$ cat config.mk
export PLATFORM = sky130hd
export DESIGN_NAME = sorted_timer_queue_flat
export DESIGN_NICKNAME = d
export VERILOG_FILES = /design/src/hdl/stq_pkg.sv /design/src/hdl/stq_in_if.sv /design/src/hdl/stq_out_if.sv /design/src/hdl/stq_cell.sv /design/src/hdl/sorted_timer_queue.sv /design/src/flat_wrapper.sv
export SDC_FILE = /design/constraint.sdc
export NUM_CORES = 2
export LEC_CHECK = 0
export BUFFER_PORTS_ARGS = -buffer_cell sky130_fd_sc_hd__buf_2
export CAP_MARGIN = 15
export CORE_MARGIN = 1.5
export CORE_UTILIZATION = 60
export DETAILED_ROUTE_END_ITERATION = 10
export GPL_TIMING_DRIVEN = 1
export HOLD_SLACK_MARGIN = 0.15
export PLACE_DENSITY = 0.83
export REMOVE_ABC_BUFFERS = 1
export SKIP_CTS_REPAIR_TIMING = 1
export SYNTH_ARGS = -nofsm -noshare
export SYNTH_HDL_FRONTEND = slang
export SYNTH_SLANG_ARGS = --single-unit
export TNS_END_PERCENT = 30
$ cat constraint.sdc
create_clock -name clk -period 10.8 [get_ports clk]
set_input_delay 1.08 -clock clk [delete_from_list [all_inputs] [get_ports clk]]
set_output_delay 1.08 -clock clk [all_outputs]
set_load 0.02 [all_outputs]
$ cat src/hdl/stq_pkg.sv
//------------------------------------------------------------------------------
// stq_pkg: shared types and codes of the sorted timer queue
// Field widths, operation and result codes, list cell slot and cell command.
//------------------------------------------------------------------------------
`default_nettype none

package stq_pkg;

  localparam int ID_W     = 4;
  localparam int IDS      = 16;
  localparam int EXP_W    = 64;
  localparam int OP_W     = 2;
  localparam int KIND_W   = 2;
  localparam int TIMERS_D = 16;

  // input operations
  localparam logic [OP_W-1:0] OP_ARM    = 2'd0;
  localparam logic [OP_W-1:0] OP_DELETE = 2'd1;
  localparam logic [OP_W-1:0] OP_TICK   = 2'd2;
  localparam logic [OP_W-1:0] OP_QUERY  = 2'd3;

  // result kinds
  localparam logic [KIND_W-1:0] KIND_ARM    = 2'd0;
  localparam logic [KIND_W-1:0] KIND_DELETE = 2'd1;
  localparam logic [KIND_W-1:0] KIND_STATUS = 2'd2;
  localparam logic [KIND_W-1:0] KIND_FIRED  = 2'd3;

  typedef enum logic [1:0] {
    CMD_HOLD,
    CMD_REMOVE,
    CMD_INSERT,
    CMD_POP
  } cmd_t;

  typedef struct packed {
    logic [EXP_W-1:0] expiry;
    logic [ID_W-1:0]  owner;
    logic             valid;
  } slot_t;

  typedef struct packed {
    cmd_t             cmd;
    logic [ID_W-1:0]  id;
    logic [EXP_W-1:0] key;
  } cell_ctl_t;

  localparam slot_t SLOT_EMPTY = '0;

endpackage

`default_nettype wire

$ cat src/hdl/stq_in_if.sv
//------------------------------------------------------------------------------
// stq_in_if: request channel of the sorted timer queue
// Valid/ready handshake carrying one request item.
//------------------------------------------------------------------------------
`default_nettype none

interface stq_in_if;
  logic                      valid;
  logic                      ready;
  logic [stq_pkg::OP_W-1:0]  operation;
  logic [stq_pkg::ID_W-1:0]  timer_id;
  logic [stq_pkg::EXP_W-1:0] expiry;
  logic [stq_pkg::EXP_W-1:0] now;

  modport source (output valid, output operation, output timer_id, output expiry,
                  output now, input ready);
  modport sink   (input valid, input operation, input timer_id, input expiry,
                  input now, output ready);
endinterface

`default_nettype wire

$ cat src/hdl/stq_out_if.sv
//------------------------------------------------------------------------------
// stq_out_if: result channel of the sorted timer queue
// Valid/ready handshake carrying one result item.
//------------------------------------------------------------------------------
`default_nettype none

interface stq_out_if;
  logic                       valid;
  logic                       ready;
  logic [stq_pkg::KIND_W-1:0] kind;
  logic [stq_pkg::ID_W-1:0]   which_timer;
  logic                       pending;
  logic                       last;

  modport source (output valid, output kind, output which_timer, output pending,
                  output last, input ready);
  modport sink   (input valid, input kind, input which_timer, input pending,
                  input last, output ready);
endinterface

`default_nettype wire

$ cat src/hdl/stq_cell.sv
//------------------------------------------------------------------------------
// stq_cell: one list position of the sorted timer queue
// Holds one slot; removes, pops or inserts by trading slots with its neighbors.
//------------------------------------------------------------------------------
`default_nettype none

module stq_cell (
  input  logic               clk,
  input  logic               rst_n,
  input  stq_pkg::cell_ctl_t ctl,
  input  stq_pkg::slot_t     left_slot,
  input  logic               left_ins,
  input  stq_pkg::slot_t     right_slot,
  input  logic               chain_in,
  output stq_pkg::slot_t     slot,
  output logic               ins,
  output logic               chain_out
);
  import stq_pkg::*;

  slot_t slot_r;
  slot_t slot_nxt;
  logic  match;

  // a removal shifts this cell left once it or any cell before it matched
  assign match     = (ctl.cmd == CMD_REMOVE) && slot_r.valid && (slot_r.owner == ctl.id);
  assign chain_out = chain_in | match;
  // new entry goes behind every entry not later than it
  assign ins       = !slot_r.valid || (slot_r.expiry > ctl.key);
  assign slot      = slot_r;

  always_comb begin
    slot_nxt = slot_r;
    unique case (ctl.cmd) inside
      CMD_REMOVE, CMD_POP: begin
        if (chain_out) slot_nxt = right_slot;
      end
      CMD_INSERT: begin
        if (left_ins) begin
          slot_nxt = left_slot;
        end else if (ins) begin
          slot_nxt.expiry = ctl.key;
          slot_nxt.owner  = ctl.id;
          slot_nxt.valid  = 1'b1;
        end
      end
      default: slot_nxt = slot_r;
    endcase
  end

  always_ff @(posedge clk) begin
    slot_r.expiry <= slot_nxt.expiry;
    slot_r.owner  <= slot_nxt.owner;
    if (!rst_n) begin
      slot_r.valid <= 1'b0;
    end else begin
      slot_r.valid <= slot_nxt.valid;
    end
  end

endmodule

`default_nettype wire

$ cat src/hdl/sorted_timer_queue.sv
// Arm, delete and query give their single result in the cycle after accept.
// A query stays in idle; deleting an armed timer runs remove, a fresh arm insert;
//   re-arm of an armed timer runs remove, then insert, through the cell chain.
// Tick: the fire state pops due head entries until none is due, plus output stalls;
//   the chain pops one head entry per cycle while the result register is free.
// Reset: synchronous, active low; all timers disarmed and the list emptied at once.
//------------------------------------------------------------------------------
// sorted_timer_queue: timer list sorted by expiry
// Control sequencer, armed map and result register around a chain of list cells.
//------------------------------------------------------------------------------
`default_nettype none

module sorted_timer_queue #(
  parameter int TIMERS = stq_pkg::TIMERS_D
) (
  input  logic      clk,
  input  logic      rst_n,
  stq_in_if.sink    in_ch,
  stq_out_if.source out_ch
);
  import stq_pkg::*;

  localparam logic [1:0] ST_IDLE   = 2'd0;
  localparam logic [1:0] ST_REMOVE = 2'd1;
  localparam logic [1:0] ST_INSERT = 2'd2;
  localparam logic [1:0] ST_FIRE   = 2'd3;

  logic [1:0]        state_r, state_nxt;
  logic [IDS-1:0]    armed_map_r, armed_map_nxt;
  logic [ID_W-1:0]   id_r, id_nxt;
  logic [EXP_W-1:0]  key_r, key_nxt;
  logic              ins_ok_r, ins_ok_nxt;

  logic              out_valid_r, out_valid_nxt;
  logic [KIND_W-1:0] out_kind_r, out_kind_nxt;
  logic [ID_W-1:0]   out_which_r, out_which_nxt;
  logic              out_pend_r, out_pend_nxt;
  logic              out_last_r, out_last_nxt;

  cell_ctl_t         ctl;
  slot_t             slot_w  [TIMERS];
  logic              ins_w   [TIMERS];
  logic              chain_w [TIMERS+1];

  logic              out_free;
  logic              accept;
  logic              id_ok;
  logic              armed;
  logic              due0;
  logic              due1;

  assign out_free    = !out_valid_r || out_ch.ready;
  assign in_ch.ready = (state_r == ST_IDLE) && out_free;
  assign accept      = in_ch.valid && in_ch.ready;
  assign id_ok       = {{(32-ID_W){1'b0}}, in_ch.timer_id} < 32'(TIMERS);
  assign armed       = id_ok && armed_map_r[in_ch.timer_id];
  // key_r holds the current time during a tick
  assign due0        = slot_w[0].valid && (slot_w[0].expiry <= key_r);
  assign due1        = slot_w[1].valid && (slot_w[1].expiry <= key_r);

  assign out_ch.valid       = out_valid_r;
  assign out_ch.kind        = out_kind_r;
  assign out_ch.which_timer = out_which_r;
  assign out_ch.pending     = out_pend_r;
  assign out_ch.last        = out_last_r;

  always_comb begin
    state_nxt     = state_r;
    armed_map_nxt = armed_map_r;
    id_nxt        = id_r;
    key_nxt       = key_r;
    ins_ok_nxt    = ins_ok_r;
    out_valid_nxt = out_valid_r && !out_ch.ready;
    out_kind_nxt  = out_kind_r;
    out_which_nxt = out_which_r;
    out_pend_nxt  = out_pend_r;
    out_last_nxt  = out_last_r;
    ctl.cmd       = CMD_HOLD;
    ctl.id        = id_r;
    ctl.key       = key_r;

    unique case (state_r)
      ST_IDLE: begin
        if (accept) begin
          id_nxt        = in_ch.timer_id;
          out_valid_nxt = 1'b1;
          out_which_nxt = in_ch.timer_id;
          out_pend_nxt  = 1'b0;
          out_last_nxt  = 1'b1;
          unique case (in_ch.operation)
            OP_ARM: begin
              out_kind_nxt = KIND_ARM;
              out_pend_nxt = armed;
              key_nxt      = in_ch.expiry;
              // a full list takes no new timer unless it frees its own slot
              ins_ok_nxt   = id_ok && (armed || !slot_w[TIMERS-1].valid);
              if (armed) begin
                state_nxt = ST_REMOVE;
              end else if (id_ok && !slot_w[TIMERS-1].valid) begin
                state_nxt = ST_INSERT;
              end
            end
            OP_DELETE: begin
              out_kind_nxt = KIND_DELETE;
              ins_ok_nxt   = 1'b0;
              if (armed) state_nxt = ST_REMOVE;
            end
            OP_TICK: begin
              out_valid_nxt = out_valid_r && !out_ch.ready;
              key_nxt       = in_ch.now;
              state_nxt     = ST_FIRE;
            end
            OP_QUERY: begin
              out_kind_nxt = KIND_STATUS;
              out_pend_nxt = armed;
            end
            default: state_nxt = ST_IDLE;
          endcase
        end
      end
      ST_REMOVE: begin
        ctl.cmd              = CMD_REMOVE;
        armed_map_nxt[id_r]  = 1'b0;
        state_nxt            = ins_ok_r ? ST_INSERT : ST_IDLE;
      end
      ST_INSERT: begin
        ctl.cmd              = CMD_INSERT;
        armed_map_nxt[id_r]  = 1'b1;
        state_nxt            = ST_IDLE;
      end
      ST_FIRE: begin
        if (!due0) begin
          state_nxt = ST_IDLE;
        end else if (out_free) begin
          ctl.cmd                        = CMD_POP;
          armed_map_nxt[slot_w[0].owner] = 1'b0;
          out_valid_nxt                  = 1'b1;
          out_kind_nxt                   = KIND_FIRED;
          out_which_nxt                  = slot_w[0].owner;
          out_pend_nxt                   = 1'b0;
          out_last_nxt                   = !due1;
          if (!due1) state_nxt = ST_IDLE;
        end
      end
      default: state_nxt = ST_IDLE;
    endcase
  end

  // pop seeds the shift chain at the head
  assign chain_w[0] = (ctl.cmd == CMD_POP);

  for (genvar k = 0; k < TIMERS; k++) begin : g_cell
    slot_t left_slot;
    slot_t right_slot;
    logic  left_ins;

    if (k == 0) begin : g_head
      assign left_slot = SLOT_EMPTY;
      assign left_ins  = 1'b0;
    end else begin : g_body
      assign left_slot = slot_w[k-1];
      assign left_ins  = ins_w[k-1];
    end

    if (k == TIMERS-1) begin : g_tail
      assign right_slot = SLOT_EMPTY;
    end else begin : g_inner
      assign right_slot = slot_w[k+1];
    end

    stq_cell u_cell (
      .clk        (clk),
      .rst_n      (rst_n),
      .ctl        (ctl),
      .left_slot  (left_slot),
      .left_ins   (left_ins),
      .right_slot (right_slot),
      .chain_in   (chain_w[k]),
      .slot       (slot_w[k]),
      .ins        (ins_w[k]),
      .chain_out  (chain_w[k+1])
    );
  end

  always_ff @(posedge clk) begin
    if (!rst_n) begin
      state_r     <= ST_IDLE;
      armed_map_r <= '0;
      out_valid_r <= 1'b0;
    end else begin
      state_r     <= state_nxt;
      armed_map_r <= armed_map_nxt;
      out_valid_r <= out_valid_nxt;
    end
  end

  always_ff @(posedge clk) begin
    id_r        <= id_nxt;
    key_r       <= key_nxt;
    ins_ok_r    <= ins_ok_nxt;
    out_kind_r  <= out_kind_nxt;
    out_which_r <= out_which_nxt;
    out_pend_r  <= out_pend_nxt;
    out_last_r  <= out_last_nxt;
  end

endmodule

`default_nettype wire

$ cat src/flat_wrapper.sv
// flat-port wrapper written by rule: the top's interface ports become plain ports
module sorted_timer_queue_flat import stq_pkg::*;
#(
  parameter int TIMERS = stq_pkg::TIMERS_D
)
  (clk, rst_n, in_ch_valid, in_ch_operation, in_ch_timer_id, in_ch_expiry, in_ch_now, in_ch_ready, out_ch_valid, out_ch_kind, out_ch_which_timer, out_ch_pending, out_ch_last, out_ch_ready);
  stq_in_if in_ch_i ();
  stq_out_if out_ch_i ();
  input  logic clk;
  input  logic rst_n;
  input wire logic [$bits(in_ch_i.valid)-1:0] in_ch_valid;
  input wire logic [$bits(in_ch_i.operation)-1:0] in_ch_operation;
  input wire logic [$bits(in_ch_i.timer_id)-1:0] in_ch_timer_id;
  input wire logic [$bits(in_ch_i.expiry)-1:0] in_ch_expiry;
  input wire logic [$bits(in_ch_i.now)-1:0] in_ch_now;
  output wire logic [$bits(in_ch_i.ready)-1:0] in_ch_ready;
  output wire logic [$bits(out_ch_i.valid)-1:0] out_ch_valid;
  output wire logic [$bits(out_ch_i.kind)-1:0] out_ch_kind;
  output wire logic [$bits(out_ch_i.which_timer)-1:0] out_ch_which_timer;
  output wire logic [$bits(out_ch_i.pending)-1:0] out_ch_pending;
  output wire logic [$bits(out_ch_i.last)-1:0] out_ch_last;
  input wire logic [$bits(out_ch_i.ready)-1:0] out_ch_ready;
  assign in_ch_i.valid = in_ch_valid;
  assign in_ch_i.operation = in_ch_operation;
  assign in_ch_i.timer_id = in_ch_timer_id;
  assign in_ch_i.expiry = in_ch_expiry;
  assign in_ch_i.now = in_ch_now;
  assign in_ch_ready = in_ch_i.ready;
  assign out_ch_valid = out_ch_i.valid;
  assign out_ch_kind = out_ch_i.kind;
  assign out_ch_which_timer = out_ch_i.which_timer;
  assign out_ch_pending = out_ch_i.pending;
  assign out_ch_last = out_ch_i.last;
  assign out_ch_i.ready = out_ch_ready;
  sorted_timer_queue #(.TIMERS(TIMERS)) u_core (.clk(clk), .rst_n(rst_n), .in_ch(in_ch_i), .out_ch(out_ch_i));
endmodule
Yosys cells after proc, flatten, opt, wreduce, memory -nomap -nowiden
Index checks and enable logic that the tools add are counted.
{ "word_totals": {"regBits": 1200, "input_bits": 138, "output_inout_bits": 10, "wordCells": 386} }
{ "classes": {"order_cmp": 23, "eq_ne": 66, "n_mux": 110, "bitwise": 21, "reduce_logical": 108} }
{ "op_table": {"columns": ["cell", "n"], "rows": [
  ["two-way mux 69 bit", 47],
  ["one-hot mux 69 bit (2 select lines)", 16],
  ["greater-than comparator 64 bit", 16],
  ["<= comparator 64 bit", 2],
  ["one-hot mux 64 bit (2 select lines)", 1],
  ["== test 4 bit", 16],
  ["AND reduction 3 bit", 19],
  ["one-hot mux 16 bit (3 select lines)", 1],
  ["inequality test 3 bit (second input constant)", 14],
  ["logical AND 1 bit", 39],
  ["inequality test 2 bit (second input constant)", 17],
  ["AND 16 bit", 2],
  ["two-way mux 16 bit", 2],
  ["NOT 16 bit", 2],
  ["two-way mux 2 bit", 13],
  ["logical NOT 1 bit", 19],
  ["logical OR 1 bit", 18],
  ["one-hot mux 2 bit (3 select lines)", 3],
  ["OR 1 bit", 16],
  ["OR 16 bit", 1],
  ["less-than comparator 4 x 5 -> 1 bit (second input constant)", 3],
  ["two-way mux 1 bit", 14],
  ["== test 2 bit (second input constant)", 6],
  ["two-way mux 4 bit", 3],
  ["other kinds (20)", 38]
]} }

Depth between registers and ports, before layout
{ "depth": {"ltp_word": 26, "mapped_depth": 14, "depth_no_buf": 11} }

Modules after synthesis
From an unflattened synthesis, not the netlist that was laid out.
{ "hier_totals": {"hier_cells": 9548, "area_unflattened_um2": 91187.5} }
{ "modules_own_cells": {"columns": ["module", "n_inst", "cells_each", "area_per_inst_um2", "seq_area_each_um2"], "rows": [
  ["stq_cell", 16, 549, 5215.0, 2062.0],
  ["sorted_timer_queue", 1, 764, 7747.4, 2692.6]
]} }

Worst setup path after synthesis
Ideal clock, no wire load.
{ "synth_timing": {"kind": "reg2reg", "start": "register u_core.key_r[22]", "end": "register u_core.g_cell[10].u_cell.slot_r (netlist bit u_core.g_cell[10].u_cell.slot[10]) (enable)", "setup_time_ns": 0.535, "arrival_time_ns": 6.558, "required_ns": 10.265, "path_slack_ns": 3.708, "stages_incl_launch_ff": 13, "path_buffers": 2, "path_cell_list": "edfxtp_1 -> inv_1 -> ha_1 -> nand3_1 -> or4_1 -> or4_1 -> a21oi_1 -> a211o_1 -> or3_1 -> clkbuf_1 -> buf_2 -> nand2_1 -> a31oi_1"} }
{ "synth_via": {"elab_chain_cells": 20, "word_cells_on_any_way": 49, "cone_classes": "order compare: 3; eq/ne: 5; mux: 2; bitwise: 11; reduce/logical: 28"} }
{ "synth_lines": {"columns": ["item", "line", "rtl"], "rows": [
  ["start: declaration", "sorted_timer_queue.sv:31", "logic [EXP_W-1:0] key_r, key_nxt;"],
  ["start signal: assignment", "sorted_timer_queue.sv:199", "key_r <= key_nxt;"],
  ["<= comparator 64 bit", "sorted_timer_queue.sv:58", "assign due0 = slot_w[0].valid && (slot_w[0].expiry <= key_r);"],
  ["logical AND 1 bit", "sorted_timer_queue.sv:58", null],
  ["two-way mux 2 bit", "sorted_timer_queue.sv:132", "if (!due0) begin"],
  ["one-hot mux 2 bit (3 select lines)", "sorted_timer_queue.sv:82", "unique case (state_r)"],
  ["== test 2 x 1 -> 1 bit", "stq_cell.sv:26", "assign match = (ctl.cmd == CMD_REMOVE) && slot_r.valid && (slot_r.owner == ctl.id);"],
  ["logical AND 1 bit (2 in a row)", "stq_cell.sv:26", null],
  ["OR 1 bit (11 in a row)", "stq_cell.sv:27", "assign chain_out = chain_in | match;"],
  ["inequality test 2 bit (no line)", null, null],
  ["AND reduction 3 bit (no line) (*)", null, null],
  ["end: declaration", "stq_cell.sv:21", "slot_t slot_r;"]
]} }
Mark *: on every way between the ends. The rest lies on a longest branch, timed or not.
A chain may end at the register's enable or synchronous reset.

Worst setup path in the final report
{ "layout_timing": {"start": "register u_core.key_r[47]", "end": "register u_core.g_cell[11].u_cell.slot_r (netlist bit u_core.g_cell[11].u_cell.slot[15]) (enable)"} }
{ "layout_via": {"elab_chain_cells": 21, "word_cells_on_any_way": 52, "cone_classes": "order compare: 3; eq/ne: 5; mux: 2; bitwise: 12; reduce/logical: 30"} }
{ "layout_lines": {"columns": ["item", "line"], "rows": [
  ["<= comparator 64 bit", "sorted_timer_queue.sv:58"],
  ["logical AND 1 bit", "sorted_timer_queue.sv:58"],
  ["two-way mux 2 bit", "sorted_timer_queue.sv:132"],
  ["one-hot mux 2 bit (3 select lines)", "sorted_timer_queue.sv:82"],
  ["== test 2 x 1 -> 1 bit", "stq_cell.sv:26"],
  ["logical AND 1 bit (2 in a row)", "stq_cell.sv:26"],
  ["OR 1 bit (12 in a row)", "stq_cell.sv:27"],
  ["inequality test 2 bit (no line)", null],
  ["AND reduction 3 bit (no line) (*)", null],
  ["end: declaration", "stq_cell.sv:21"]
]} }
Marked as above.

==> results by group <==
Status
  • Result of the run: finished with violations
  • Violated checks: DRC, slew limit

Min path
  • Number of cells traversed by the worst hold path: 2
  • Hold crit path type: reg -> reg

Die
  • Num rows: 136
  • Boundary Pins: approximately 150
  • Die width: about 380 um
  • Initial Util: 60.4%
  • Die boundary height: between 300 and 400 um
  • CORE AREA: about 0.14 mm^2
  • Area of the die: around 0.14 mm^2

Logic synthesis
  • Leading register cell type out of synthesis: edfxtp_1
  • Post-Syn Area per Cell: approximately 10 um^2
  • Multiplexer area fraction after synthesis: a little over 10%
  • Share of the yosys chip area belonging to registers: ~43%
  • Post-synthesis compound-gate area fraction: around 15%
  • Yosys warning total: 0
  • Yosys reg bits: between 1k and 1.5k
  • Post-synthesis simple-gate area fraction: between 10% and 20%
  • Cell count after synthesis: ~8k
  • Adder-cell area share of the yosys netlist: 15.5%
  • Dominant cells by area after synthesis: edfxtp_1 (42%), ha_1 (16%), mux2i_1 (9.2%)
  • Distinct cell type count of the synthesized netlist: 78
  • Netlist area before placement: 0.0831 mm^2
  • Async set or reset register ratio after synthesis: 0%
  • Most area-hungry cell type in the Yosys netlist: edfxtp_1
  • Post-synth top area share: 42.1%
  • Xor/xnor share of the synthesized area: less than 1%
  • Dominant combinational cell family by area after synthesis: adder cells
  • Number of enable-type register cells in the synthesized netlist: around 1.2k

Global route
  • Initial antenna violation count: 16
  • Aggregate global routing overflow: 0
  • Overall routing resource usage: between 40 and 50%
  • Via count of the first global-routing pass: roughly 66k
  • Global-route wire length before repair: 441 mm
  • Largest net degree at the start of global routing: between 200 and 250

Worst setup path
  • CP endpoint kind: flip-flop
  • Depth of the most critical reg-to-reg path: 15
  • Data arrival at the endpoint of the critical path: 7.90 ns
  • CP max FO: 33
  • Critical path required time: approximately 11 ns
  • Critical setup path kind: reg -> reg
  • Kind of start point of the critical path: flip-flop

Power and ir drop
  • Power density relative to cell area: approximately 320 mW/mm^2
  • Leakage power: around 36 nW
  • Max IR drop VDD: approximately 350 uV
  • Total Power: about 29 mW

STA
  • Final setup violating endpoints: 0
  • Worst slew margin: -6.83%
  • Maximum frequency from static timing analysis: 134 MHz
  • Final worst clock skew: between 0.04 and 0.05 ns
  • Max Transition Viols Final: 1
  • Unrepaired setup endpoints after global routing: no
  • Min Tclk post-route: 7.47 ns
  • Endpoints failing hold: 0
  • Fraction of the cycle the final worst path needs: 69.2%
  • Setup tns final: 0 ns
  • Worst-Margin Slew: around 1.6 ns
  • Final setup margin: roughly 3.3 ns
  • WHS: 0.460 ns

Clocking
  • Max clock buf depth: 3
  • Buffer cell driving the clock tree root: clkbuf_16
  • Clock tree from TritonCTS: yes
  • CTS sink cnt: 1200
  • Clock latency on the worst-skew pair: 0.84 ns
  • Clock transition at path regs: approximately 0.060 ns
  • Total clock buffers created by CTS: 140
  • Number of H-tree branching levels: 4

Cells and area
  • Commonest cells after routing, fill and taps aside: a21oi_1 (1232), edfxtp_1 (1165), nor2_1 (1094)
  • Total Nets Final: between 9k and 10k
  • Proportion of layout cells with a drive suffix above 1: between 7 and 8%
  • Area growth from synthesis to layout: 8.25%
  • Most common cell after layout, fill and taps aside: a21oi_1

Detailed routing
  • Via count of the routed design: approximately 72k
  • Per-cell via count in the routed design: ~7
  • Detailed-router iteration count before antenna repair: 11
  • Final antenna-violating net count: 0
  • First DRT Iteration DRCs: 12.2k
  • Count of unresolved DRC violations after routing: 1
  • Total wire length after detailed routing: about 300 mm
  • Post-detailed-route wirelength per cell: a little over 30 um

Placed design
  • Setup WS pre-CTS: ~3.8 ns
  • Number of buffers inserted by port buffering: 147
  • Total half-perimeter wirelength after legalization and detailed placement: about 210 mm
  • Placer Congestion: ~1.1

Flow run
  • Count of max-cap constraint violations: 0
[layout make-up]
cell class                      instances  area, um^2
Multi-Input combinational cell       6187       44500
Timing Repair Buffer                  285        1850
Antenna cell                            5        12.5
Clock inverter                         75         696
Inverter                              324        1220
Fill cell                           10700       47600
Tap cell                             1794        2240
Sequential cell                      1200       35700
Clock buffer                          181        3740
[state kept, by name, summed over array words and instances (netlist names)]
register	flops
u_core.id_r	4
u_core.out_ch.last	1
u_core.armed_map_r	16
u_core.state_r	2
u_core.out_ch.valid	1
u_core.out_ch.kind	2
u_core.key_r	64
u_core.out_ch.which_timer	4
u_core.ins_ok_r	1
u_core.g_cell.u_cell.slot	1104
u_core.out_ch.pending	1
[worst max-delay path, stage by stage, from the launching register on]
cell and delay [ns]:
edfxtp_1 0.57, inv_1 0.51, ha_1 0.56, nand4_1 0.29, nor4_1 0.45, buf_2 0.28, nand2_1 0.19, nor4bb_1 1.08
buf_4 0.34, o21ai_1 0.14, o21ai_1 0.22, buf_4 0.29, o31ai_1 0.20, a21oi_4 0.50, buf_4 0.59, buf_4 0.80
[metal layers]
layer | GRT usage [%] | vias up | part of all wire, %
met5 | 0.789 | - | 0.11
met3 | 14.3 | 1250 | 16
met2 | 60.9 | 5788 | 41
li1 | - | 30900 | -
met4 | 26.5 | 26 | 7.3
met1 | 55.4 | 33700 | 36
[per-stage QoR]
step / util [%] / instance area [um^2] / cells
2_1_floorplan: - / 81000 / 7711
3_3_place_gp: 62.1 / 85400 / 9782
3_5_place_dp: 62.1 / 85400 / 9784
4_1_cts: 65.3 / 89800 / 10000
5_1_grt: 65.4 / 89900 / 10000
6_report: 65.4 / 89900 / 10100
[path summary, 6_finish.rpt]
kind	slack (ns)	start	to
max	3.33	u_core.key_r[47]	u_core.g_cell[11].u_cell.slot[15]
min	0.46	u_core.armed_map_r[11]	u_core.armed_map_r[11]
max reg2reg	3.33	u_core.key_r[47]	u_core.g_cell[11].u_cell.slot[15]
min reg2reg	0.46	u_core.armed_map_r[11]	u_core.armed_map_r[11]
[kinds of logic (layout without fill, tap and decap cells)]
family / after synthesis / count (layout)
fa+ha+maj: 1032 / 1032
mux: 841 / 841
xor+xnor: 53 / 53
flops: 1200 / 1200
buf+inv: 822 / 865
simple gates: 2143 / 2143
other cells: 0 / 5
compound gates: 2118 / 2118
[power breakdown]
group / switching (mW) / internal [mW]
Clock: 2.08 / 2.67
Combinational: 8.54 / 4.28
Sequential: 2.43 / 8.57
Total: 13.1 / 15.5
[synthesized netlist by cell type, drive strengths merged, types with 138 or more instances]
| cell type | number |
|---|---|
| a21o | 174 |
| a21oi | 1238 |
| buf | 139 |
| clkbuf | 359 |
| edfxtp | 1165 |
| ha | 1032 |
| inv | 324 |
| mux2i | 762 |
| nand2 | 304 |
| nand3 | 182 |
| nand4 | 261 |
| nor2 | 1098 |
| o21ai | 247 |
| o221ai | 138 |
Note: power is estimated with default switching activity, not from simulation.
